**src/rtl/rhc_pkg.sv**
```systemverilog
package rhc_pkg;

  // Integer part of the hue word: 0 .. 359 degrees.
  localparam int HUE_INT_BITS = 9;

  // Degrees covered by one hue sector.
  localparam int DEG_PER_SECTOR = 60;

  // Which channel is largest, red taking ties over green, green over blue.
  typedef enum logic [1:0] {
    SECT_RED,
    SECT_GREEN,
    SECT_BLUE
  } sector_t;

endpackage

```
**src/rtl/rhc_front.sv**
```systemverilog
// Front stage: max/min, chroma, sector numerator and the dividends and
// divisors handed to the divider cells.
module rhc_front import rhc_pkg::*; #(
  parameter int W   = 8,
  parameter int HFB = 6,
  parameter int L   = 15
) (
  input  logic               clk,
  input  logic               rst,
  input  logic               in_valid,
  output logic               in_ready,
  input  logic [W-1:0]       red_in,
  input  logic [W-1:0]       green_in,
  input  logic [W-1:0]       blue_in,
  input  logic [W-1:0]       alpha_in,
  output logic               out_valid,
  input  logic               out_ready,
  output logic [W-1:0]       hue_rem,
  output logic [L-1:0]       hue_low,
  output logic [W-1:0]       hue_den,
  output logic [W:0]         sat_rem,
  output logic [L-1:0]       sat_low,
  output logic [W:0]         sat_den,
  output logic [W-1:0]       value,
  output logic [W-1:0]       alpha
);

  localparam int NW = W + 3;

  logic [W-1:0]     hi, lo, chroma;
  logic             gray;
  sector_t          sector;
  logic [NW-1:0]    num;
  logic [L+W-1:0]   hue_div;
  logic [2*W-1:0]   fc;
  logic [L+W:0]     sat_div;
  logic             load;

  always_comb begin
    hi = red_in;
    lo = red_in;
    if (green_in > hi) hi = green_in;
    if (blue_in > hi) hi = blue_in;
    if (green_in < lo) lo = green_in;
    if (blue_in < lo) lo = blue_in;
    chroma = hi - lo;
    gray = (chroma == '0);

    if (red_in == hi) sector = SECT_RED;
    else if (green_in == hi) sector = SECT_GREEN;
    else sector = SECT_BLUE;

    // Modular arithmetic in NW bits; the true result is always 0 .. 6C-1.
    case (sector)
      SECT_RED: begin
        if (green_in >= blue_in) num = NW'(green_in) - NW'(blue_in);
        else num = NW'(6) * NW'(chroma) - (NW'(blue_in) - NW'(green_in));
      end
      SECT_GREEN: num = NW'(2) * NW'(chroma) + NW'(blue_in) - NW'(red_in);
      SECT_BLUE:  num = NW'(4) * NW'(chroma) + NW'(red_in) - NW'(green_in);
      default:    num = '0;
    endcase

    // Gray pixel: zero dividend over a nonzero divisor gives zero quotients.
    hue_div = gray ? '0
                   : ((L+W)'(num) * (L+W)'(DEG_PER_SECTOR)) << HFB;
    // F*C = (C << W) - C, then 2FC + V.
    fc = {chroma, {W{1'b0}}} - (2*W)'(chroma);
    sat_div = gray ? '0 : ((L+W+1)'({fc, 1'b0}) + (L+W+1)'(hi));
  end

  assign load     = !out_valid || out_ready;
  assign in_ready = load;

  always_ff @(posedge clk) begin
    if (rst) begin
      out_valid <= 1'b0;
    end else if (load) begin
      out_valid <= in_valid;
    end
  end

  always_ff @(posedge clk) begin
    if (load && in_valid) begin
      hue_rem <= hue_div[L+W-1:L];
      hue_low <= hue_div[L-1:0];
      hue_den <= gray ? W'(1) : chroma;
      sat_rem <= sat_div[L+W:L];
      sat_low <= sat_div[L-1:0];
      // black has V = 0, so gray pixels divide by one instead
      sat_den <= gray ? (W+1)'(1) : {hi, 1'b0};
      value   <= hi;
      alpha   <= alpha_in;
    end
  end

endmodule

```
**src/rtl/rhc_cell.sv**
```systemverilog
// One restoring-division step for both the hue and saturation quotients.
// The low word shifts dividend bits out at the top and quotient bits in at
// the bottom; after L cells it holds the full quotient.
module rhc_cell #(
  parameter int W = 8,
  parameter int L = 15
) (
  input  logic         clk,
  input  logic         rst,
  input  logic         in_valid,
  output logic         in_ready,
  input  logic [W-1:0] hue_rem_in,
  input  logic [L-1:0] hue_low_in,
  input  logic [W-1:0] hue_den_in,
  input  logic [W:0]   sat_rem_in,
  input  logic [L-1:0] sat_low_in,
  input  logic [W:0]   sat_den_in,
  input  logic [W-1:0] value_in,
  input  logic [W-1:0] alpha_in,
  output logic         out_valid,
  input  logic         out_ready,
  output logic [W-1:0] hue_rem,
  output logic [L-1:0] hue_low,
  output logic [W-1:0] hue_den,
  output logic [W:0]   sat_rem,
  output logic [L-1:0] sat_low,
  output logic [W:0]   sat_den,
  output logic [W-1:0] value,
  output logic [W-1:0] alpha
);

  logic [W:0]   hue_trial;
  logic [W+1:0] sat_trial;
  logic         hue_bit, sat_bit;
  logic [W-1:0] hue_rem_next;
  logic [W:0]   sat_rem_next;
  logic         load;

  always_comb begin
    hue_trial = {hue_rem_in, hue_low_in[L-1]};
    hue_bit   = (hue_trial >= {1'b0, hue_den_in});
    hue_rem_next = hue_bit ? W'(hue_trial - {1'b0, hue_den_in}) : hue_trial[W-1:0];

    sat_trial = {sat_rem_in, sat_low_in[L-1]};
    sat_bit   = (sat_trial >= {1'b0, sat_den_in});
    sat_rem_next = sat_bit ? (W+1)'(sat_trial - {1'b0, sat_den_in}) : sat_trial[W:0];
  end

  assign load     = !out_valid || out_ready;
  assign in_ready = load;

  always_ff @(posedge clk) begin
    if (rst) begin
      out_valid <= 1'b0;
    end else if (load) begin
      out_valid <= in_valid;
    end
  end

  always_ff @(posedge clk) begin
    if (load && in_valid) begin
      hue_rem <= hue_rem_next;
      hue_low <= {hue_low_in[L-2:0], hue_bit};
      hue_den <= hue_den_in;
      sat_rem <= sat_rem_next;
      sat_low <= {sat_low_in[L-2:0], sat_bit};
      sat_den <= sat_den_in;
      value   <= value_in;
      alpha   <= alpha_in;
    end
  end

endmodule

```
**src/rtl/rgb_to_hsv_converter_top.sv**
```systemverilog
// RGB to HSV pixel converter. Each request carries one pixel of red, green,
// blue and alpha (CHANNEL_BITS each) and yields one HSV pixel: value is the
// largest color channel, hue is in degrees times 2^HUE_FRACTION_BITS
// (truncated, 0 .. 360*2^HUE_FRACTION_BITS - 1), saturation is
// full_scale*chroma/value rounded half up, and alpha passes through. Gray
// pixels give zero hue and saturation; on ties for largest, red beats green
// and green beats blue. Throughput is one pixel per clock while out_ready is
// held high. The pipeline is one front stage plus a row of L divider cells,
// with L = max(9 + HUE_FRACTION_BITS, CHANNEL_BITS), each cell producing
// one quotient bit of both the hue and the saturation division.
// Every stage has its own valid bit, so bubbles close up, and input is still
// taken while a finished pixel waits at the output as long as some stage in
// the row is empty.
module rgb_to_hsv_converter_top import rhc_pkg::*; #(
  parameter int CHANNEL_BITS      = 8,
  parameter int HUE_FRACTION_BITS = 6
) (
  input  logic                                      clk,
  input  logic                                      rst,
  input  logic                                      in_valid,
  output logic                                      in_ready,
  input  logic [CHANNEL_BITS-1:0]                   red_in,
  input  logic [CHANNEL_BITS-1:0]                   green_in,
  input  logic [CHANNEL_BITS-1:0]                   blue_in,
  input  logic [CHANNEL_BITS-1:0]                   alpha_in,
  output logic                                      out_valid,
  input  logic                                      out_ready,
  output logic [HUE_INT_BITS+HUE_FRACTION_BITS-1:0] hue_out,
  output logic [CHANNEL_BITS-1:0]                   saturation_out,
  output logic [CHANNEL_BITS-1:0]                   value_out,
  output logic [CHANNEL_BITS-1:0]                   alpha_out
);

  localparam int W  = CHANNEL_BITS;
  localparam int QH = HUE_INT_BITS + HUE_FRACTION_BITS;
  // Both quotients run over the same number of steps; the shorter one just
  // picks up leading zero bits.
  localparam int L  = (QH > W) ? QH : W;

  // Index 0 is the front stage output, index L the last cell.
  logic         v   [0:L];
  logic         rdy [0:L];
  logic [W-1:0] hrem [0:L];
  logic [L-1:0] hlow [0:L];
  logic [W-1:0] hden [0:L];
  logic [W:0]   srem [0:L];
  logic [L-1:0] slow [0:L];
  logic [W:0]   sden [0:L];
  logic [W-1:0] val  [0:L];
  logic [W-1:0] alp  [0:L];

  rhc_front #(
    .W   (W),
    .HFB (HUE_FRACTION_BITS),
    .L   (L)
  ) u_front (
    .clk       (clk),
    .rst       (rst),
    .in_valid  (in_valid),
    .in_ready  (in_ready),
    .red_in    (red_in),
    .green_in  (green_in),
    .blue_in   (blue_in),
    .alpha_in  (alpha_in),
    .out_valid (v[0]),
    .out_ready (rdy[0]),
    .hue_rem   (hrem[0]),
    .hue_low   (hlow[0]),
    .hue_den   (hden[0]),
    .sat_rem   (srem[0]),
    .sat_low   (slow[0]),
    .sat_den   (sden[0]),
    .value     (val[0]),
    .alpha     (alp[0])
  );

  // Row of divider cells, one quotient bit per cell.
  for (genvar i = 0; i < L; i++) begin : g_cell
    rhc_cell #(
      .W (W),
      .L (L)
    ) u_cell (
      .clk        (clk),
      .rst        (rst),
      .in_valid   (v[i]),
      .in_ready   (rdy[i]),
      .hue_rem_in (hrem[i]),
      .hue_low_in (hlow[i]),
      .hue_den_in (hden[i]),
      .sat_rem_in (srem[i]),
      .sat_low_in (slow[i]),
      .sat_den_in (sden[i]),
      .value_in   (val[i]),
      .alpha_in   (alp[i]),
      .out_valid  (v[i+1]),
      .out_ready  (rdy[i+1]),
      .hue_rem    (hrem[i+1]),
      .hue_low    (hlow[i+1]),
      .hue_den    (hden[i+1]),
      .sat_rem    (srem[i+1]),
      .sat_low    (slow[i+1]),
      .sat_den    (sden[i+1]),
      .value      (val[i+1]),
      .alpha      (alp[i+1])
    );
  end

  // The last cell's registers are the output register.
  assign rdy[L]         = out_ready;
  assign out_valid      = v[L];
  assign hue_out        = hlow[L][QH-1:0];
  assign saturation_out = slow[L][W-1:0];
  assign value_out      = val[L];
  assign alpha_out      = alp[L];

endmodule
```
**config.mk**
```make
export PLATFORM = sky130hd
export DESIGN_NAME = rgb_to_hsv_converter_top
export DESIGN_NICKNAME = d
export VERILOG_FILES = /design/src/rtl/rhc_pkg.sv /design/src/rtl/rhc_front.sv /design/src/rtl/rhc_cell.sv /design/src/rtl/rgb_to_hsv_converter_top.sv
export SDC_FILE = /design/constraint.sdc
export NUM_CORES = 2
export LEC_CHECK = 0
export ABC_AREA = 1
export BUFFER_PORTS_ARGS = -buffer_cell sky130_fd_sc_hd__buf_2
export CAP_MARGIN = 30
export CORE_MARGIN = 2
export CORE_UTILIZATION = 55
export CTS_BUF_LIST = sky130_fd_sc_hd__clkbuf_4
export DETAILED_ROUTE_END_ITERATION = 12
export GPL_ROUTABILITY_DRIVEN = 1
export GPL_TIMING_DRIVEN = 1
export PLACE_DENSITY = 0.78
export SYNTH_ARGS = -nofsm -noshare
export SYNTH_HDL_FRONTEND = slang
export SYNTH_SLANG_ARGS = --single-unit
```
**constraint.sdc**
```tcl
create_clock -name clk -period 27.5 [get_ports clk]
set_clock_uncertainty 0.1 [all_clocks]
set_input_delay 1.375 -clock clk [delete_from_list [all_inputs] [get_ports clk]]
set_output_delay 1.375 -clock clk [all_outputs]
set_load 0.1 [all_outputs]
```
Word-level counts from Yosys, hierarchy flattened
Index checks and enable logic that the tools add are counted.
{"block": "word_totals", "reg_bits": 1249, "input_bits": 36, "out_inout_bits": 41}
{"block": "classes", "addsub": 38, "multipliers": 2, "n_lt_le_gt_ge": 35, "eq_ne": 4, "muxes": 37, "reduce_logical": 50}
{"operator": "$mux W8", "n": 18}
{"operator": "$ge A10 B9 Y1", "n": 14}
{"operator": "$ge A9 B8 Y1", "n": 15}
{"operator": "$mux W9", "n": 14}
{"operator": "$sub A8 B8 Y8", "n": 15}
{"operator": "$sub A9 B9 Y9", "n": 13}
{"operator": "$pmux W11 S3", "n": 1}
{"operator": "$sub A11 B8 Y11", "n": 2}
{"operator": "$add A17 B8 Y18", "n": 1}
{"operator": "$sub A8 B8 Y9", "n": 2}
{"operator": "$eq A8 B8 Y1", "n": 2}
{"operator": "$gt A8 B8 Y1", "n": 2}
{"operator": "$logic_and A1 B1 Y1", "n": 16}
{"operator": "$logic_not A1 Y1", "n": 16}
{"operator": "$logic_or A1 B1 Y1", "n": 16}
{"operator": "$lt A8 B8 Y1", "n": 2}
{"operator": "$sub A16 B8 Y16", "n": 1}
{"operator": "$mul A11 B4 Y15 const B", "n": 1}
{"operator": "$add A10 B8 Y11", "n": 1}
{"operator": "$mux W11", "n": 1}
{"operator": "$sub A11 B11 Y11", "n": 1}
{"operator": "$add A9 B8 Y10", "n": 1}
{"operator": "$mul A2 B8 Y10 const A", "n": 1}
{"operator": "$ge A4 B9 Y1", "n": 1}
{"operator": "other kinds (8)", "n": 9}

Longest topological paths before layout
{"block": "depth", "word_depth": 18, "ltp_mapped": 65}

Cells and area by module
A second synthesis with hierarchy kept.
{"block": "hier_totals", "hier_cells": 5981, "hier_area_um2": 64369.2}
{"module": "rhc_cell at g_cell[0].u_cell ...", "n_inst": 8, "cells_per_inst": 323, "area_per_inst_um2": 3737.3, "seq_area_each_um2": 2422.3}
{"module": "rhc_cell at g_cell[14].u_cell ...", "n_inst": 6, "cells_per_inst": 323, "area_per_inst_um2": 3706.1, "seq_area_each_um2": 2422.3}
{"module": "rhc_front", "n_inst": 1, "cells_per_inst": 1138, "area_per_inst_um2": 8546.9, "seq_area_each_um2": 1971.9}
{"module": "rhc_cell at g_cell[13].u_cell", "n_inst": 1, "cells_per_inst": 321, "area_per_inst_um2": 3687.3, "seq_area_each_um2": 2422.3}

Worst setup path before layout
No wires, ideal clock.
{"block": "synth_timing", "kind": "input-to-reg", "start": "in red_in[1]", "end": "reg u_front.hue_rem[7] (data pin)", "setup_time_ns": 0.146, "arrival_ns": 9.501, "setup_slack_ns": 17.753, "path_stages": 55, "path_buffers": 2, "path_cell_list": "inv_1 ha_1 nand2_1 nand2_1 nand2_1 nand2_1 nand2_1 nand2_2 nand2_2 buf_4 o21ai_0 inv_1 ha_1 a21oi_1 nor2_1 a211oi_1 nand2_4 nand2_4 [... 19 more ...] nand3b_1 nand3_1 inv_1 fa_1 fa_1 inv_1 ha_1 nand2_1 o21ai_0 nand3_1 nand2_1 nand3_1 nand2_1 nand2_1 nand2_1 a21oi_1 or2_2 a21oi_1"}
{"block": "synth_via", "elab_chain_cells": 10}
{"element": "start, declared", "line_no": "rgb_to_hsv_converter_top.sv:22", "text": "input logic [CHANNEL_BITS-1:0] red_in,"}
{"element": "$gt A8 B8 Y1 or $lt A8 B8 Y1 (tied branches)", "line_no": "rhc_front.sv:42, rhc_front.sv:44"}
{"element": "$mux W8, on equally long branches", "line_no": "rhc_front.sv:42, rhc_front.sv:44"}
{"element": "$gt A8 B8 Y1 or $lt A8 B8 Y1 (tied branches)", "line_no": "rhc_front.sv:43, rhc_front.sv:45"}
{"element": "$mux W8, on equally long branches", "line_no": "rhc_front.sv:43, rhc_front.sv:45"}
{"element": "$sub A8 B8 Y8 *", "line_no": "rhc_front.sv:46", "text": "chroma = hi - lo;"}
{"element": "net u_front.chroma[2]", "line_no": "rhc_front.sv:30", "text": "logic [W-1:0] hi, lo, chroma;"}
{"element": "$mul A2 B8 Y10", "line_no": "rhc_front.sv:57", "text": "else num = NW'(6) * NW'(chroma) - (NW'(blue_in) - NW'(green_in));"}
{"element": "$sub A11 B11 Y11", "line_no": "rhc_front.sv:57"}
{"element": "$mux W11", "line_no": "rhc_front.sv:56", "text": "if (green_in >= blue_in) num = NW'(green_in) - NW'(blue_in);"}
{"element": "$pmux W11 S3", "line_no": "rhc_front.sv:54", "text": "case (sector)"}
{"element": "$mul A11 B4 Y15", "line_no": "rhc_front.sv:66", "text": ": ((L+W)'(num) * (L+W)'(DEG_PER_SECTOR)) << HFB;"}
{"element": "end signal, assigned", "line_no": "rhc_front.sv:85", "text": "hue_rem <= hue_div[L+W-1:L];"}
{"element": "end, declared", "line_no": "rhc_front.sv:18", "text": "output logic [W-1:0] hue_rem,"}
The timed path passes the listed nets; every way through them passes the cells marked *.
A chain may end at the register's enable or synchronous reset.

Worst setup path after layout
Same ends and word-level chain as after synthesis.

==> qor.csv <==
metric;value;unit
status;completed;
place_inst;5432;
post-route-min-period;10.12;ns
clkSlewWorstSetupHoldPaths;0.06;ns
synth_edf_count;1049;
top_layer;met4;
critPathTopFamily;adder cells;
fin_nets;4949;
wire_per_inst;15.4;µm
final_cells;5869;
die_area;94700;µm²
post_synth.cell_area_avg;12.1;µm²
drt_iter0_drc;1556;
cp_slowest_cell;fa_1;
power_density;112;nW/µm²
core-area;91500;µm²
synth_cell_types;61;
required;28.34;ns
synth-seq-cells;1065;
startpoint_type;input port;
dr_wl_met3;3.32;mm
clock.fmax;98.8;MHz
postLayoutCoreUtil;60.8;%
placed_area;52500;µm²
clock_sinks;1065;
postCtsSetupBuffers;0;
synth-simple-area-share;9.57;%
antenna_found_initial;1;
synth-async-reset-ratio;0;%
crit_path_end_kind;register;
critPathMostFrequentCell;nand2_1;
clock_latency;1.09;ns
postSynthCellCount;4203;
cts_hold_repair.buffers;0;
wl_met1;34.9;mm
hold_viol;0;
ys.flop_type;edfxtp_1;
drv_cap;0;
cts_resized;0;
yosysWarnings;0;
cts_tree;yes;
path_buf_inv;7;
drc;0;
seqCellArea;31800;µm²
dr_total_vias;30400;
core.rowCount;111;
maxSlewHeadroom;33.1;%
grt_pass1_vias;31100;
ys_seq_area_share;62.7;%
synthXorXnorAreaFrac;3.68;%
cp_max_fo;21;
multi_input_area;16300;µm²
die_h;308;µm
path_class;input port to register;
grt_max_degree;72;
die_w;308;µm
port_buffers;76;
synth_top_family_by_area;adder cells;
gp_congestion;0.920;
grt_pass1_wl;147;mm
fin_crit_sh;36.8;%
fillerInstances;6879;
numCtsBuffers;241;
track_usage;19.5;%
drt_pass1_iterations;6;
synthesis.nets;4663;
via_per_inst;5.19;
cp.arrival;10.96;ns
ioPinCount;77;
ant_nets;0;
syn2layout_area_growth;9.70;%
worstMarginPinSlew;0.998;ns
muxShareOfSynthArea;0;%
h-tree-depth;4;
cellLeakagePower;22.6;nW
synth_area;50700;µm²
clockBufferDepth;3;
synth-compound-area-share;7.51;%
critPathMaxStageDelay;0.52;ns
overflow;0;
place_hpwl;66.8;mm
setup_violations;0;
clockRootBuffer;clkbuf_4;
post-route-cell-area;55600;µm²
maxSlewViolCount;0;
synth_fa_ha_area_share;11.3;%
drt-total-wl;90.3;mm
start_util;55.4;%
finalSetupTns;0;ns
rsz0062_at_grt;no;
peakVddDrop;379;µV
drive_above_1_share;12.4;%
hp-class;register to register;
wl_met2;48.8;mm
[layout by cell type (no fill, tap or decap), types with 4 or more instances in the layout]
master	count
edfxtp_1	1049
inv_1	614
nand2_1	454
nor2_1	403
a21oi_1	374
ha_1	369
clkbuf_4	337
o21ai_0	187
xor2_1	139
nand3_1	94
buf_2	76
xnor2_1	74
clkinv_1	70
fa_1	55
nor3_1	41
a211oi_1	25
inv_2	24
nand2_2	24
o21a_1	24
nand4_1	20
or2_2	20
o211ai_1	18
buf_4	17
dfxtp_1	16
nand3_2	12
o21bai_1	12
nor2_4	12
clkinv_2	12
a31oi_1	9
nand2_4	8
o21ai_1	8
a21o_1	7
o31ai_1	7
nor2_2	6
clkinvlp_4	5
bufinv_16	5
o21ai_2	4
[synthesized netlist by cell type, drive strengths merged (5+ instances only)]
master	n	area, µm²
or2	23	144
dfxtp	16	320
a21oi	374	1870
xor2	139	1220
a21o	7	52.6
clkbuf	36	135
a211oi	25	188
xnor2	74	648
a31oi	9	56.3
o211ai	18	135
edfxtp	1049	31500
o21a	25	189
inv	637	2390
o31ai	7	52.6
buf	15	123
nand2	486	1940
ha	369	4620
nand3b	6	73.8
fa	55	1100
o21ai	201	1040
nor3	41	205
nand4	22	150
nand3	107	608
o21bai	12	90.1
nor2	421	1630
nor4	5	43.8
[metal layers]
metal,track usage [%],up-vias
met5,0,-
met4,9.31,0
met3,3.72,204
met2,37.0,592
met1,20.8,14400
li1,-,15200
[through the flow]
stage               worst slack, ns  total power [mW]  hold slack (ns)
floorplan                     17.75              4.49            0.300
global placement              16.42              5.00            0.300
detailed placement            16.30              5.07            0.305
CTS                           17.53              6.30            0.201
global route                  16.47              6.88            0.259
finish                        17.38              6.24            0.286
[sequential cells by signal (all words and copies together) (netlist names)]
name and count:
u_front.hue_low 7, g_cell.u_cell.value 120, u_front.value 8, u_front.alpha 8
u_front.out_valid 1, g_cell.u_cell.hue_den 112, g_cell.u_cell.sat_rem 126, g_cell.u_cell.sat_den 126
g_cell.u_cell.hue_rem 112, u_front.sat_low 14, u_front.hue_den 8, u_front.sat_den 9
g_cell.u_cell.out_valid 15, g_cell.u_cell.sat_low 127, g_cell.u_cell.hue_low 141, u_front.hue_rem 8
g_cell.u_cell.alpha 120, u_front.sat_rem 3
[area by class of cell]
cell class | count | share of cell area (%)
Inverter | 637 | 4.30
Clock buffer | 337 | 4.55
Clock inverter | 99 | 1.01
Antenna cell | 1 | 0.00450
Tap cell | 1186 | 2.67
Timing Repair Buffer | 94 | 0.963
Multi-Input combinational cell | 2450 | 29.3
Sequential cell | 1065 | 57.2
[power by group]
group / switching (mW) / total [mW] / internal [mW]
clock network: 0.581 / 1.20 / 0.616
logic: 1.75 / 3.01 / 1.26
registers: 0.0275 / 2.04 / 2.01
[final timing paths]
path                            depth (start not counted)                           end                        start  slack (ns)
worst max-delay path                                   53            u_front.hue_rem[7]                    red_in[1]       17.38
worst min-delay path                                    0  g_cell[4].u_cell.sat_low[10]  g_cell[3].u_cell.sat_low[9]        0.29
worst max register to register                         34            u_front.hue_rem[0]  g_cell[14].u_cell.out_valid       22.61
worst min register to register                          0  g_cell[4].u_cell.sat_low[10]  g_cell[3].u_cell.sat_low[9]        0.29
[kinds of logic after synthesis]
kind of cell,Yosys count
flops,1065
compound gates,693
simple gates,1120
fa+ha+maj,424
buf+inv,688
xor+xnor,213
Power figures use the tool's default switching activity.
